==> config.mk <==
export PLATFORM = sky130hd
export DESIGN_NAME = tlb_fifo_page_translator_unit_flat
export DESIGN_NICKNAME = d
export VERILOG_FILES = /design/src/design/tfpt_pkg.sv /design/src/design/tfpt_if.sv /design/src/design/tfpt_ram.sv /design/src/design/tlb_fifo_page_translator_unit.sv /design/src/flat_wrapper.sv
export SDC_FILE = /design/constraint.sdc
export NUM_CORES = 2
export LEC_CHECK = 0
export ABC_AREA = 1
export BUFFER_PORTS_ARGS = -buffer_cell sky130_fd_sc_hd__buf_2
export CAP_MARGIN = 25
export CORE_UTILIZATION = 35
export CTS_BUF_LIST = sky130_fd_sc_hd__clkbuf_2
export CTS_CLUSTER_DIAMETER = 50
export DETAILED_ROUTE_END_ITERATION = 12
export MAX_ROUTING_LAYER = met4
export RECOVER_POWER = 100
export SLEW_MARGIN = 20
export SYNTH_ARGS = -nofsm -noshare
export SYNTH_HDL_FRONTEND = slang
export SYNTH_HIERARCHICAL = 1
export SYNTH_SLANG_ARGS = --single-unit
==> constraint.sdc <==
create_clock -name clk -period 12.2 [get_ports clk]
set_clock_uncertainty 0.15 [all_clocks]
set_input_delay 1.22 -clock clk [delete_from_list [all_inputs] [get_ports clk]]
set_output_delay 1.22 -clock clk [all_outputs]
set_load 0.05 [all_outputs]
==> src/design/tfpt_pkg.sv <==
// tfpt_pkg: shared types and fixed field widths of the tlb page translator
// used by the channel interfaces and the top level; no dependencies

package tfpt_pkg;

	localparam int unsigned ADDR_W = 16;
	localparam int unsigned IDX_W  = 8;
	localparam int unsigned CNT_W  = 32;

	typedef enum logic [1:0] {
		ST_CLEAR,
		ST_IDLE,
		ST_BUSY
	} state_t;

endpackage

==> src/design/tfpt_if.sv <==
// tfpt_req_if / tfpt_rsp_if: valid/ready channels of the tlb page translator
// depends on tfpt_pkg for the field widths

interface tfpt_req_if;
	logic                        valid;
	logic                        ready;
	logic [tfpt_pkg::ADDR_W-1:0] vaddr;

	modport source (output valid, output vaddr, input ready);
	modport sink   (input valid, input vaddr, output ready);
endinterface

interface tfpt_rsp_if;
	logic                        valid;
	logic                        ready;
	logic [tfpt_pkg::ADDR_W-1:0] physical_address;
	logic [tfpt_pkg::IDX_W-1:0]  page_index;
	logic [tfpt_pkg::IDX_W-1:0]  frame_index;
	logic                        tlb_hit;
	logic                        fault_flag;
	logic                        frames_exhausted;
	logic [tfpt_pkg::CNT_W-1:0]  hit_count;
	logic [tfpt_pkg::CNT_W-1:0]  fault_count;
	logic [tfpt_pkg::CNT_W-1:0]  reference_count;

	modport source (
		output valid, output physical_address, output page_index, output frame_index,
		output tlb_hit, output fault_flag, output frames_exhausted,
		output hit_count, output fault_count, output reference_count,
		input ready
	);
	modport sink (
		input valid, input physical_address, input page_index, input frame_index,
		input tlb_hit, input fault_flag, input frames_exhausted,
		input hit_count, input fault_count, input reference_count,
		output ready
	);
endinterface

==> src/design/tfpt_ram.sv <==
// tfpt_ram: generic single-clock ram, one write and one read port, registered read
// no dependencies

module tfpt_ram #(
	parameter int unsigned WIDTH = 8,
	parameter int unsigned DEPTH = 256
) (
	input  logic                     clk,
	input  logic                     we,
	input  logic [$clog2(DEPTH)-1:0] waddr,
	input  logic [WIDTH-1:0]         wdata,
	input  logic                     re,
	input  logic [$clog2(DEPTH)-1:0] raddr,
	output logic [WIDTH-1:0]         rdata
);

	logic [WIDTH-1:0] mem_q [DEPTH];

	always_ff @(posedge clk) begin
		if (we) begin
			mem_q[waddr] <= wdata;
		end
		if (re) begin
			rdata <= mem_q[raddr];
		end
	end

endmodule

==> src/design/tlb_fifo_page_translator_unit.sv <==
// tlb_fifo_page_translator_unit: top level of the tlb page translator
// depends on tfpt_pkg, tfpt_req_if, tfpt_rsp_if and tfpt_ram

// Translates one 16-bit virtual address per request into a physical address.
// The upper bits above OFFSET_BITS form the page number (wrapped modulo
// PAGE_COUNT), looked up in a fully associative TLB of TLB_ENTRIES slots. A
// miss goes to the page table, held in one synchronous ram of PAGE_COUNT
// entries (valid bit plus frame). An unmapped page gets the lowest free frame
// and counts as a page fault; when all FRAME_COUNT frames are used the result
// flags frames_exhausted and uses frame 0. Every miss fills the TLB slot under
// a round-robin pointer. Frames are never freed. Each request has an accept
// step and a resolve step: the accept cycle computes the page, compares all
// TLB slots and starts the page table read; the resolve step then resolves
// the frame, writes the page table back on a fault and loads the result
// register. Both steps go through the single page table ram, so a new request
// is taken once the previous one has resolved. A request is still accepted
// while the last result waits to be taken; resolution waits only if that
// result is not taken by then. After reset a clearing pass walks all
// PAGE_COUNT page table entries (256 by default) before the first request is
// accepted. The hit, fault and reference counts saturate at all ones.

module tlb_fifo_page_translator_unit #(
	parameter int unsigned OFFSET_BITS = 8,
	parameter int unsigned PAGE_COUNT  = 256,
	parameter int unsigned FRAME_COUNT = 256,
	parameter int unsigned TLB_ENTRIES = 16
) (
	input  logic        clk,
	input  logic        arst_n,
	tfpt_req_if.sink    req,
	tfpt_rsp_if.source  rsp
);

	// derived widths
	localparam int unsigned ADDR_W  = tfpt_pkg::ADDR_W;
	localparam int unsigned CNT_W   = tfpt_pkg::CNT_W;
	localparam int unsigned IDX_W   = tfpt_pkg::IDX_W;
	localparam int unsigned VPN_W   = (OFFSET_BITS < ADDR_W) ? ADDR_W - OFFSET_BITS : 1;
	localparam int unsigned PAGE_W  = $clog2(PAGE_COUNT);
	localparam int unsigned FRAME_W = $clog2(FRAME_COUNT);
	localparam int unsigned NF_W    = $clog2(FRAME_COUNT + 1);
	localparam int unsigned TLB_W   = $clog2(TLB_ENTRIES);
	localparam int unsigned MAP_W   = FRAME_W + 1;

	// reciprocal of PAGE_COUNT, rounded up, exact for every VPN_W-bit page number
	localparam int unsigned     RCP_S  = VPN_W + PAGE_W;
	localparam int unsigned     RCP_W  = VPN_W + 2;
	localparam int unsigned     PROD_W = VPN_W + RCP_W;
	localparam longint unsigned RCP_M  =
		((64'd1 << RCP_S) + 64'(PAGE_COUNT) - 64'd1) / 64'(PAGE_COUNT);

	// page number modulo PAGE_COUNT by reciprocal multiplication
	function automatic logic [PAGE_W-1:0] page_of(input logic [VPN_W-1:0] vpn);
		logic [PROD_W-1:0] prod;
		logic [VPN_W-1:0]  quot;
		logic [VPN_W-1:0]  rem;
		prod = PROD_W'(vpn) * PROD_W'(RCP_M);
		quot = VPN_W'(prod >> RCP_S);
		rem  = vpn - VPN_W'(quot * VPN_W'(PAGE_COUNT));
		return PAGE_W'(rem);
	endfunction

	// control state
	tfpt_pkg::state_t  state_q, state_d;
	logic [PAGE_W-1:0] clr_q;
	logic              accept, done, clr_last;

	// request registers
	logic [ADDR_W-1:0]      va_s1;
	logic [PAGE_W-1:0]      page_s1;
	logic [TLB_ENTRIES-1:0] match_s1;

	// tlb storage
	logic                   tlb_valid_q [TLB_ENTRIES];
	logic [PAGE_W-1:0]      tlb_page_q  [TLB_ENTRIES];
	logic [FRAME_W-1:0]     tlb_frame_q [TLB_ENTRIES];
	logic [TLB_W-1:0]       fifo_q;

	// allocation and counters
	logic [NF_W-1:0]  next_free_q;
	logic [CNT_W-1:0] hits_q, faults_q, refs_q;

	// page table ram
	logic              ram_we, ram_re;
	logic [PAGE_W-1:0] ram_waddr;
	logic [MAP_W-1:0]  ram_wdata, ram_rdata;

	// accept-cycle lookup
	logic [ADDR_W-1:0]      vpn_full;
	logic [PAGE_W-1:0]      page_d;
	logic [TLB_ENTRIES-1:0] match_d;

	// resolve-cycle results
	logic               hit, fault, exhausted, room, map_vld;
	logic [TLB_W-1:0]   hit_idx;
	logic [FRAME_W-1:0] frame;
	logic [31:0]        frame_w, page_w, pa_w, off_mask;

	// output register
	logic rsp_valid_q;

	tfpt_ram #(
		.WIDTH (MAP_W),
		.DEPTH (PAGE_COUNT)
	) u_map (
		.clk   (clk),
		.we    (ram_we),
		.waddr (ram_waddr),
		.wdata (ram_wdata),
		.re    (ram_re),
		.raddr (page_d),
		.rdata (ram_rdata)
	);

	// page number and parallel tag compare on the incoming address
	always_comb begin
		vpn_full = ADDR_W'(req.vaddr >> OFFSET_BITS);
		page_d   = page_of(vpn_full[VPN_W-1:0]);
		for (int i = 0; i < TLB_ENTRIES; i++) begin
			match_d[i] = tlb_valid_q[i] && (tlb_page_q[i] == page_d);
		end
	end

	// state register
	always_ff @(posedge clk or negedge arst_n) begin
		if (!arst_n) begin
			state_q <= tfpt_pkg::ST_CLEAR;
		end else begin
			state_q <= state_d;
		end
	end

	// next state and handshake
	always_comb begin
		state_d   = state_q;
		req.ready = 1'b0;
		accept    = 1'b0;
		done      = 1'b0;
		clr_last  = (clr_q == PAGE_W'(PAGE_COUNT - 1));
		case (state_q)
			tfpt_pkg::ST_CLEAR: begin
				if (clr_last) begin
					state_d = tfpt_pkg::ST_IDLE;
				end
			end
			tfpt_pkg::ST_IDLE: begin
				req.ready = 1'b1;
				accept    = req.valid;
				if (req.valid) begin
					state_d = tfpt_pkg::ST_BUSY;
				end
			end
			tfpt_pkg::ST_BUSY: begin
				// resolve only once the result register can take the new result
				done = !rsp_valid_q || rsp.ready;
				if (done) begin
					state_d = tfpt_pkg::ST_IDLE;
				end
			end
			default: begin
				state_d = tfpt_pkg::ST_CLEAR;
			end
		endcase
	end

	// clearing pass address
	always_ff @(posedge clk or negedge arst_n) begin
		if (!arst_n) begin
			clr_q <= '0;
		end else if (state_q == tfpt_pkg::ST_CLEAR && !clr_last) begin
			clr_q <= clr_q + PAGE_W'(1);
		end
	end

	// latch the request, page and match vector
	always_ff @(posedge clk) begin
		if (accept) begin
			va_s1    <= req.vaddr;
			page_s1  <= page_d;
			match_s1 <= match_d;
		end
	end

	// resolve: tlb first, then page table, then allocation
	always_comb begin
		hit     = 1'b0;
		hit_idx = '0;
		for (int i = TLB_ENTRIES - 1; i >= 0; i--) begin
			if (match_s1[i]) begin
				hit     = 1'b1;
				hit_idx = TLB_W'(i);
			end
		end
		map_vld   = ram_rdata[FRAME_W];
		room      = next_free_q < NF_W'(FRAME_COUNT);
		fault     = !hit && !map_vld && room;
		exhausted = !hit && !map_vld && !room;
		if (hit) begin
			frame = tlb_frame_q[hit_idx];
		end else if (map_vld) begin
			frame = ram_rdata[FRAME_W-1:0];
		end else if (room) begin
			frame = next_free_q[FRAME_W-1:0];
		end else begin
			frame = '0;
		end
		off_mask = (32'd1 << OFFSET_BITS) - 32'd1;
		frame_w  = 32'(frame);
		page_w   = 32'(page_s1);
		pa_w     = (frame_w << OFFSET_BITS) | (32'(va_s1) & off_mask);
	end

	// page table port: clearing pass, else write-back of a new mapping
	always_comb begin
		ram_re = accept;
		if (state_q == tfpt_pkg::ST_CLEAR) begin
			ram_we    = 1'b1;
			ram_waddr = clr_q;
			ram_wdata = '0;
		end else begin
			ram_we    = done && fault;
			ram_waddr = page_s1;
			ram_wdata = {1'b1, frame};
		end
	end

	// tlb valid bits, fifo pointer, allocation and counters
	always_ff @(posedge clk or negedge arst_n) begin
		if (!arst_n) begin
			for (int i = 0; i < TLB_ENTRIES; i++) begin
				tlb_valid_q[i] <= 1'b0;
			end
			fifo_q      <= '0;
			next_free_q <= '0;
			hits_q      <= '0;
			faults_q    <= '0;
			refs_q      <= '0;
		end else if (done) begin
			if (!hit) begin
				tlb_valid_q[fifo_q] <= 1'b1;
				fifo_q <= (fifo_q == TLB_W'(TLB_ENTRIES - 1)) ? '0 : fifo_q + TLB_W'(1);
			end
			if (fault) begin
				next_free_q <= next_free_q + NF_W'(1);
			end
			if (hit && hits_q != '1) begin
				hits_q <= hits_q + CNT_W'(1);
			end
			if (fault && faults_q != '1) begin
				faults_q <= faults_q + CNT_W'(1);
			end
			if (refs_q != '1) begin
				refs_q <= refs_q + CNT_W'(1);
			end
		end
	end

	// tlb tags and frames, filled on every miss
	always_ff @(posedge clk) begin
		if (done && !hit) begin
			tlb_page_q[fifo_q]  <= page_s1;
			tlb_frame_q[fifo_q] <= frame;
		end
	end

	// result register
	always_ff @(posedge clk or negedge arst_n) begin
		if (!arst_n) begin
			rsp_valid_q <= 1'b0;
		end else if (done) begin
			rsp_valid_q <= 1'b1;
		end else if (rsp.ready) begin
			rsp_valid_q <= 1'b0;
		end
	end

	always_ff @(posedge clk) begin
		if (done) begin
			rsp.physical_address <= pa_w[ADDR_W-1:0];
			rsp.page_index       <= page_w[IDX_W-1:0];
			rsp.frame_index      <= frame_w[IDX_W-1:0];
			rsp.tlb_hit          <= hit;
			rsp.fault_flag       <= fault;
			rsp.frames_exhausted <= exhausted;
			rsp.hit_count        <= (hit && hits_q != '1) ? hits_q + CNT_W'(1) : hits_q;
			rsp.fault_count      <= (fault && faults_q != '1) ? faults_q + CNT_W'(1) : faults_q;
			rsp.reference_count  <= (refs_q != '1) ? refs_q + CNT_W'(1) : refs_q;
		end
	end

	assign rsp.valid = rsp_valid_q;

	// a page never sits in two tlb slots
	a_tlb_unique: assert property (@(posedge clk) disable iff (!arst_n)
		state_q == tfpt_pkg::ST_BUSY |-> $onehot0(match_s1))
		else $error("page matched more than one tlb slot");

	// allocation pointer stays within the frame range
	a_next_free_range: assert property (@(posedge clk) disable iff (!arst_n)
		next_free_q <= NF_W'(FRAME_COUNT))
		else $error("free frame pointer beyond frame count");

	// a hit never reports a fault or exhaustion
	a_hit_exclusive: assert property (@(posedge clk) disable iff (!arst_n)
		rsp_valid_q |-> !(rsp.tlb_hit && (rsp.fault_flag || rsp.frames_exhausted)))
		else $error("hit reported together with a fault");

	// no request is taken before the page table has been cleared
	a_no_accept_in_clear: assert property (@(posedge clk) disable iff (!arst_n)
		accept |-> $past(state_q) != tfpt_pkg::ST_CLEAR || clr_last ||
			state_q == tfpt_pkg::ST_IDLE)
		else $error("request accepted during clearing pass");

	// hits and faults never outnumber references
	a_count_order: assert property (@(posedge clk) disable iff (!arst_n)
		rsp_valid_q |-> rsp.hit_count <= rsp.reference_count &&
			rsp.fault_count <= rsp.reference_count)
		else $error("hit or fault count above reference count");

endmodule

==> src/flat_wrapper.sv <==
// flat-port wrapper written by rule: the top's interface ports become plain ports
module tlb_fifo_page_translator_unit_flat 
#(
	parameter int unsigned OFFSET_BITS = 8,
	parameter int unsigned PAGE_COUNT  = 256,
	parameter int unsigned FRAME_COUNT = 256,
	parameter int unsigned TLB_ENTRIES = 16
)
  (clk, arst_n, req_valid, req_vaddr, req_ready, rsp_valid, rsp_physical_address, rsp_page_index, rsp_frame_index, rsp_tlb_hit, rsp_fault_flag, rsp_frames_exhausted, rsp_hit_count, rsp_fault_count, rsp_reference_count, rsp_ready);
  tfpt_req_if req_i ();
  tfpt_rsp_if rsp_i ();
  input  logic clk;
  input  logic arst_n;
  input wire logic [$bits(req_i.valid)-1:0] req_valid;
  input wire logic [$bits(req_i.vaddr)-1:0] req_vaddr;
  output wire logic [$bits(req_i.ready)-1:0] req_ready;
  output wire logic [$bits(rsp_i.valid)-1:0] rsp_valid;
  output wire logic [$bits(rsp_i.physical_address)-1:0] rsp_physical_address;
  output wire logic [$bits(rsp_i.page_index)-1:0] rsp_page_index;
  output wire logic [$bits(rsp_i.frame_index)-1:0] rsp_frame_index;
  output wire logic [$bits(rsp_i.tlb_hit)-1:0] rsp_tlb_hit;
  output wire logic [$bits(rsp_i.fault_flag)-1:0] rsp_fault_flag;
  output wire logic [$bits(rsp_i.frames_exhausted)-1:0] rsp_frames_exhausted;
  output wire logic [$bits(rsp_i.hit_count)-1:0] rsp_hit_count;
  output wire logic [$bits(rsp_i.fault_count)-1:0] rsp_fault_count;
  output wire logic [$bits(rsp_i.reference_count)-1:0] rsp_reference_count;
  input wire logic [$bits(rsp_i.ready)-1:0] rsp_ready;
  assign req_i.valid = req_valid;
  assign req_i.vaddr = req_vaddr;
  assign req_ready = req_i.ready;
  assign rsp_valid = rsp_i.valid;
  assign rsp_physical_address = rsp_i.physical_address;
  assign rsp_page_index = rsp_i.page_index;
  assign rsp_frame_index = rsp_i.frame_index;
  assign rsp_tlb_hit = rsp_i.tlb_hit;
  assign rsp_fault_flag = rsp_i.fault_flag;
  assign rsp_frames_exhausted = rsp_i.frames_exhausted;
  assign rsp_hit_count = rsp_i.hit_count;
  assign rsp_fault_count = rsp_i.fault_count;
  assign rsp_reference_count = rsp_i.reference_count;
  assign rsp_i.ready = rsp_ready;
  tlb_fifo_page_translator_unit #(.OFFSET_BITS(OFFSET_BITS), .PAGE_COUNT(PAGE_COUNT), .FRAME_COUNT(FRAME_COUNT), .TLB_ENTRIES(TLB_ENTRIES)) u_core (.clk(clk), .arst_n(arst_n), .req(req_i), .rsp(rsp_i));
endmodule
Word level (Yosys, flattened, before mapping):

Memories as Yosys holds them, arrays and structs flattened. A register that Yosys moved wholly into a read port is not among the register bits.
Index checks and enable logic that the tools add are counted.

* register bits after elaboration: 299
* RAM bits: 2560
* bits of input ports: 20
* output and inout port bits: 133
* logic and storage cells: 171
* memories: 3

Memory list
* u_core.u_map.mem_q: words 256, width 9, rd ports 1, clocked after memory_dff 1, wr ports 1, RTL line tfpt_ram.sv:17 `logic [WIDTH-1:0] mem_q [DEPTH];`
* u_core.tlb_frame_q: words 16, width 8, rd ports 1, clocked after memory_dff 0, wr ports 1, RTL line tlb_fifo_page_translator_unit.sv:76 `logic [FRAME_W-1:0] tlb_frame_q [TLB_ENTRIES];`
* u_core.tlb_page_q: words 16, width 8, rd ports 16, clocked after memory_dff 0, wr ports 1, RTL line tlb_fifo_page_translator_unit.sv:75 `logic [PAGE_W-1:0] tlb_page_q [TLB_ENTRIES];`

* add/subtract/negate cells: 6
* order comparisons: 3
* equality and inequality tests: 26
* muxes and demuxes: 57
* bitwise operators: 4
* reductions and logical operators: 36

Operators by type and width (count)
* 8-bit equality test: 16
* 32-bit by 1-bit adder with 32-bit output (second input constant): 3
* 32-bit 2-to-1 mux: 3
* 32-bit inequality test (second input constant): 3
* 4-bit 2-to-1 mux: 17
* 8-bit 2-to-1 mux: 4
* 1-bit 2-to-1 mux: 27
* 1-bit logical AND: 25
* 16-bit OR: 1
* 16-bit by 8-bit OR with 16-bit output: 1
* 9-bit by 1-bit adder with 9-bit output (second input constant): 1
* 9-bit < comparator (second input constant): 1
* 9-bit 2-to-1 mux: 1
* 8-bit by 1-bit adder with 8-bit output (second input constant): 1
* 8-bit equality test (second input constant): 1
* 2-bit 2-to-1 mux: 3
* 2-bit case mux with 3 select lines: 1
* 5-bit greater-or-equal comparator (second input constant): 1
* 1-bit logical NOT: 5
* 5-bit by 1-bit < comparator with 1-bit output (second input constant): 1
* 4-bit inverter with 5-bit output: 1
* 4-bit by 1-bit adder with 4-bit output (second input constant): 1
* 1-bit demux with 4-bit select: 1
* 4-bit equality test (second input constant): 1
* 10 further kinds: 12

Logic depth before layout (Yosys ltp):

* depth in word-level cells: 23
* mapped depth: 25
* gate-level depth less buffers: 24

Hierarchy:

Netlist, hierarchy kept.

By module, submodules not included
* tfpt_ram: times used 1, cells each 7826, area an instance 93609.8 µm², sequential area each 69456.6 µm²
* tlb_fifo_page_translator_unit: times used 1, cells each 2153, area an instance 23650.2 µm², sequential area each 15745.1 µm²

Least setup slack after synthesis:

No wires, ideal clock.

* path kind: register to register
* from: reg u_core.match_s1[14]
* to: mem u_core/u_map/mem_q[0][4] in the netlist's numbering (data pin)
* setup time: 1390 ps
* arrival: 7889 ps
* required time: 10660 ps
* slack: 2771 ps
* cell stages (with the launch flop): 26
* path buffers: 2
* clock period less this slack: 9429 ps
* path through: edfxtp_1 > inv_1 > nand2_1 > nand2_1 > nand2_1 > nand2_1 > nand2_1 > nand2_1 > nand2_1 > nand2_1 > nand2_1 > nand2_1 > nand2_1 > nand2_1 > nand2_1 > nand2_1 > buf_2 > clkbuf_1 > nand3_1 > nand2_1 > nand2_1 > nand3_1 > nand3_1 > nand3_1 > nand2_1 > nor2_1

* longest elaborated chain between the ends: 18
* elaborated cells between the ends (all ways): 33
* classes of those cells: mux (32); memory (1)

RTL lines
* start, declared: RTL line tlb_fifo_page_translator_unit.sv:71 `logic [TLB_ENTRIES-1:0] match_s1;`
* start signal, assigned: RTL line tlb_fifo_page_translator_unit.sv:180 `match_s1 <= match_d;`
* 4-bit 2-to-1 mux (15 in series): RTL line tlb_fifo_page_translator_unit.sv:189 `if (match_s1[i]) begin`
* memory read 16 x 8 bit
* 8-bit 2-to-1 mux (*): RTL line tlb_fifo_page_translator_unit.sv:198 `if (hit) begin`
* 9-bit 2-to-1 mux (*): RTL line tlb_fifo_page_translator_unit.sv:216 `if (state_q == tfpt_pkg::ST_CLEAR) begin`
* named net u_core.ram_wdata[4]: RTL line tlb_fifo_page_translator_unit.sv:86 `logic [MAP_W-1:0] ram_wdata, ram_rdata;`
* end, declared: RTL line tfpt_ram.sv:17

The timed path passes the listed nets; every way through them passes the cells marked *.

Worst setup path in the final report:

* from: reg u_core.match_s1[0]
* to: mem u_core/u_map/mem_q[86][2] in the netlist's numbering (enable)

* longest elaborated chain between the ends: 8

RTL lines
* 1-bit 2-to-1 mux: RTL line tlb_fifo_page_translator_unit.sv:189
* 1-bit logical NOT: RTL line tlb_fifo_page_translator_unit.sv:196 `fault = !hit && !map_vld && room;`
* 1-bit logical AND (2 in series): RTL line tlb_fifo_page_translator_unit.sv:196
* named net u_core.fault: RTL line tlb_fifo_page_translator_unit.sv:94 `logic hit, fault, exhausted, room, map_vld;`
* 1-bit logical AND: RTL line tlb_fifo_page_translator_unit.sv:221 `ram_we = done && fault;`
* 1-bit 2-to-1 mux: RTL line tlb_fifo_page_translator_unit.sv:216
* named net u_core.ram_we: RTL line tlb_fifo_page_translator_unit.sv:84 `logic ram_we, ram_re;`
* 1-bit 2-to-1 mux: RTL line tfpt_ram.sv:20 `if (we) begin`
* 1-bit 2-to-1 mux (implied by the code): RTL line tfpt_ram.sv:21 `mem_q[waddr] <= wdata;`

The timed path passes the listed nets, and every way through them passes these cells.

==> impl_summary.txt <==
----------------------------------------------------
[Drt]
  Vias after detailed routing ... 80400
  Number of search-and-repair iterations in the first detailed-routing pass ... 6
  Initial DRC Count ... 8996
  Post-DR wirelength/cell ... 21.3 um
  Post-route DRC violation count ... 0
  Mean number of vias per cell ... 5.24
  Number of routed nets with antenna violations ... 0
  Detailed-route wire length ... 327000 um

[Global routing]
  Met1 usage ... 26.6%
  Aggregate global-route resource usage ... 19.4%
  GR met3 Demand/Resource ... 4.10%
  Number of antenna violations at the first check in global routing ... 14
  Pin count of the biggest net entering global routing ... 205
  Total overflow reported by the global router ... 0
  First-pass GRT wire length ... 486000 um
  Vias in the first global route ... 76700
  Met2 usage in global routing ... 28.8%
  Busiest grt layer ... met2

[CTS]
  Longest Clk Path Bufs ... 4
  H-tree depth reported by CTS ... 6
  Setup bufs post-CTS ... 0
  Clock network latency to the later pin of the worst-skew pair ... 1.88 ns
  Clock buffers created by TritonCTS ... 697
  Sinks on the clock net ... 2860
  Clock transition at the register clock pins on the worst setup and hold paths after CTS ... 0.10 ns
  CTS tree ... yes
  Clock tree root driver cell ... clkbuf_2

[Setup path]
  Startpoint Class ... flip-flop
  Number of cells traversed by the worst register-to-register path ... 13
  Required @ worst endpoint ... 13.39 ns
  End of the worst register-to-register path ... u_core/u_map/mem_q[86][2]
  Element type at the critical path end ... flip-flop
  Critical path arrival ... 10.09 ns
  R2r setup slk ... 3.30 ns
  Max Fanout on Critical Path ... 67
  Endpoint of the most critical setup path ... u_core/u_map/mem_q[86][2]
  Start of the worst register-to-register path ... u_core/match_s1[0]
  Critical path class ... reg -> reg
  Setup crit start ... u_core/match_s1[0]

[STA]
  Upper clock frequency limit ... 112 MHz
  Final Hold Violating Endpoints ... 0
  Final Max Tran Viols ... 894
  Worst-margin pin slew ... 5.85 ns
  Setup-failing EPs final ... 0
  Worst-case headroom to the max-slew limit ... -290%
  Final min period ... 8.90 ns
  Final setup slack of the worst path ... 3.30 ns
  Unrepaired setup endpoints after global routing ... no
  Share of the clock period used by the worst path after layout ... 72.9%
  Final TNS setup ... 0 ns

[Logic synthesis]
  Proportion of register bits with asynchronous set or reset after synthesis ... 4.76%
  Average cell area after synthesis ... 11.8 um^2
  Number of enable flip-flop cells after synthesis ... 2724
  Net count after synthesis ... 10000
  Top-count cell post-synth ... nand2_1
  Share of Yosys cell area claimed by the top area cell type ... 69.8%
  Flip-flop cell with the highest count after synthesis ... edfxtp_1
  Most frequent cells after synthesis ... 2881 x nand2_1, 2724 x edfxtp_1, 2472 x nand3_1
  Top post-synthesis cells by area ... edfxtp_1 70%, nand3_1 11%, nand2_1 9.2%
  Fraction of the yosys area taken by sequential cells ... 72.7%
  Area of the mapped netlist ... 117000 um^2
  Library cell with the largest summed area after synthesis ... edfxtp_1
  Yosys warnings ... 6
  Synthesis-stage register bit count ... 2860
  Count of cell types in the netlist ... 48
  Syn Inst Count ... 9979

[Layout]
  Layout filler cell count ... 32100
  Synth-to-Final Area Change ... 9.40%
  Net total in the final layout ... 10500
  Final non-filler cell total ... 15300
  Fraction of final layout cells with drive strength greater than 1 ... 11.1%
  Final cell utilization of the core ... 38.5%

[Placed design]
  Total placed cells including tap cells ... 14100
  Final GP Congestion ... 0.842
  Placed wire-length estimate ... 179000 um
  Place WS ... 6.14 ns
  # port buffers ... 152

[Power and ir drop]
  Total power divided by cell area ... 177 nW/um^2
  Static Leakage ... 0.0463 uW
  Worst VDD drop ... 0.185 mV

[Outcome]
  Violations in the final reports ... max-capacitance violations, max-slew violations
  Run status ... finished with violations

[Die]
  Die area ... 337000 um^2
  Core area ... 333000 um^2
  Chip height ... 581 um
  Total I/O pin count ... 153
  Std cell rows ... 212
  Initial core utilization ... 35.2%
  Die width ... 581 um

[Hold path]
  Start point of the worst hold path ... u_core/va_s1[4]
  Type of the most critical hold path ... reg -> reg

[Flow run]
  Max cap viols ... 20

----------------------------------------------------
-- per-layer routing --
layer / vias up / part of all wire [%]
li1: 36500 / -
met1: 39400 / 43
met2: 3953 / 45
met3: 538 / 9.8
met4: 0 / 2.6
met5: - / 0
-- how the worst min path moves through the flow --
stage / to / cells after the start
after floorplan: u_core/rsp.physical_address[0] / 0
after global placement: u_core/rsp.physical_address[6] / 0
after detailed placement: u_core/rsp.physical_address[4] / 0
after CTS: u_core/hits_q[9] / 4
after global routing: u_core/match_s1[7] / 3
final: u_core/rsp.physical_address[4] / 0
-- critical path, stage by stage (launching register included) --
cell,delay [ns]
edfxtp_1,0.41
clkinv_1,0.06
clkbuf_1,2.41
nand4_1,0.50
nor2_1,0.26
nand2_2,0.05
clkbuf_1,0.62
nor3_4,0.71
nand2_1,0.30
nand2_1,0.68
nand2_1,0.11
clkbuf_1,0.86
nor2_1,0.69
clkbuf_1,0.47
-- power breakdown --
| part | internal (uW) | switching, uW |
|---|---|---|
| combinational | 565 | 3300 |
| clock | 2430 | 3830 |
| sequential | 12400 | 202 |
-- registers in the layout, summed over array words and instances, names as in the netlist, 32 cells and up --
register	flops
u_core/rsp.reference_count	32
u_core/rsp.hit_count	32
u_core/hits_q	32
u_core/rsp.fault_count	32
u_core/tlb_page_q	128
u_core/faults_q	32
u_core/tlb_frame_q	128
u_core/refs_q	32
u_core/u_map/mem_q	2304
-- placed cells by master, fill, tap and decap left out, types with 7 or more instances in the layout --
cell type / n
a211oi_1: 8
a21oi_1: 20
a221oi_1: 18
buf_12: 19
buf_2: 11
buf_4: 79
bufinv_16: 11
clkbuf_1: 231
clkbuf_2: 1002
clkinv_1: 136
clkinv_2: 14
clkinvlp_4: 8
dfrtp_1: 136
diode_2: 24
dlygate4sd3_1: 32
edfxtp_1: 2724
ha_1: 9
inv_1: 257
inv_2: 17
inv_6: 9
nand2_1: 2883
nand3_1: 2473
nand3b_1: 9
nand4_1: 29
nor2_1: 408
nor3_1: 37
nor4_1: 19
o2111ai_1: 7
o21ai_0: 95
o22ai_1: 22
o311ai_0: 7
or2_2: 10
xnor2_1: 28
xor2_1: 117
-- stage by stage --
| step | instance area (um^2) | hold WS, ns | power, uW |
|---|---|---|---|
| global placement | 122000 | 0.256 | 16500 |
| finish | 128000 | 0.280 | 22700 |
| global route | 128000 | 0.113 | 23700 |
| floorplan | 117000 | 0.250 | 15200 |
| detailed placement | 122000 | 0.255 | 16600 |
| CTS | 129000 | 0.0304 | 22900 |
-- layout make-up --
type	count	area (um^2)	share of cell area [%]
inverters	276	1090	0.847
diodes	24	60.1	0.0468
clock inverters	187	1120	0.870
flip-flops and latches	2860	85200	66.4
well taps	4387	5490	4.28
repair buffers	377	2300	1.79
multi-input cells	6227	28000	21.8
clock buffers	1002	5010	3.91
-- cells by family after synthesis --
family	Yosys count	synth area share, %
AO/OA/AOI/OAI	189	0.980
XOR/XNOR	145	1.08
adder cells (fa/ha/maj)	9	0.0960
buffers and inverters	892	3.41
flip-flops	2860	72.7
multiplexers	1	0.00960
AND/OR/NAND/NOR	5883	21.8
-- timing repair --
action                    in CTS  in global routing
hold buffers                  33                  0
hold endpoints to repair     189                  0
resized for setup              0                  0
(Power assumes the default switching activity.)
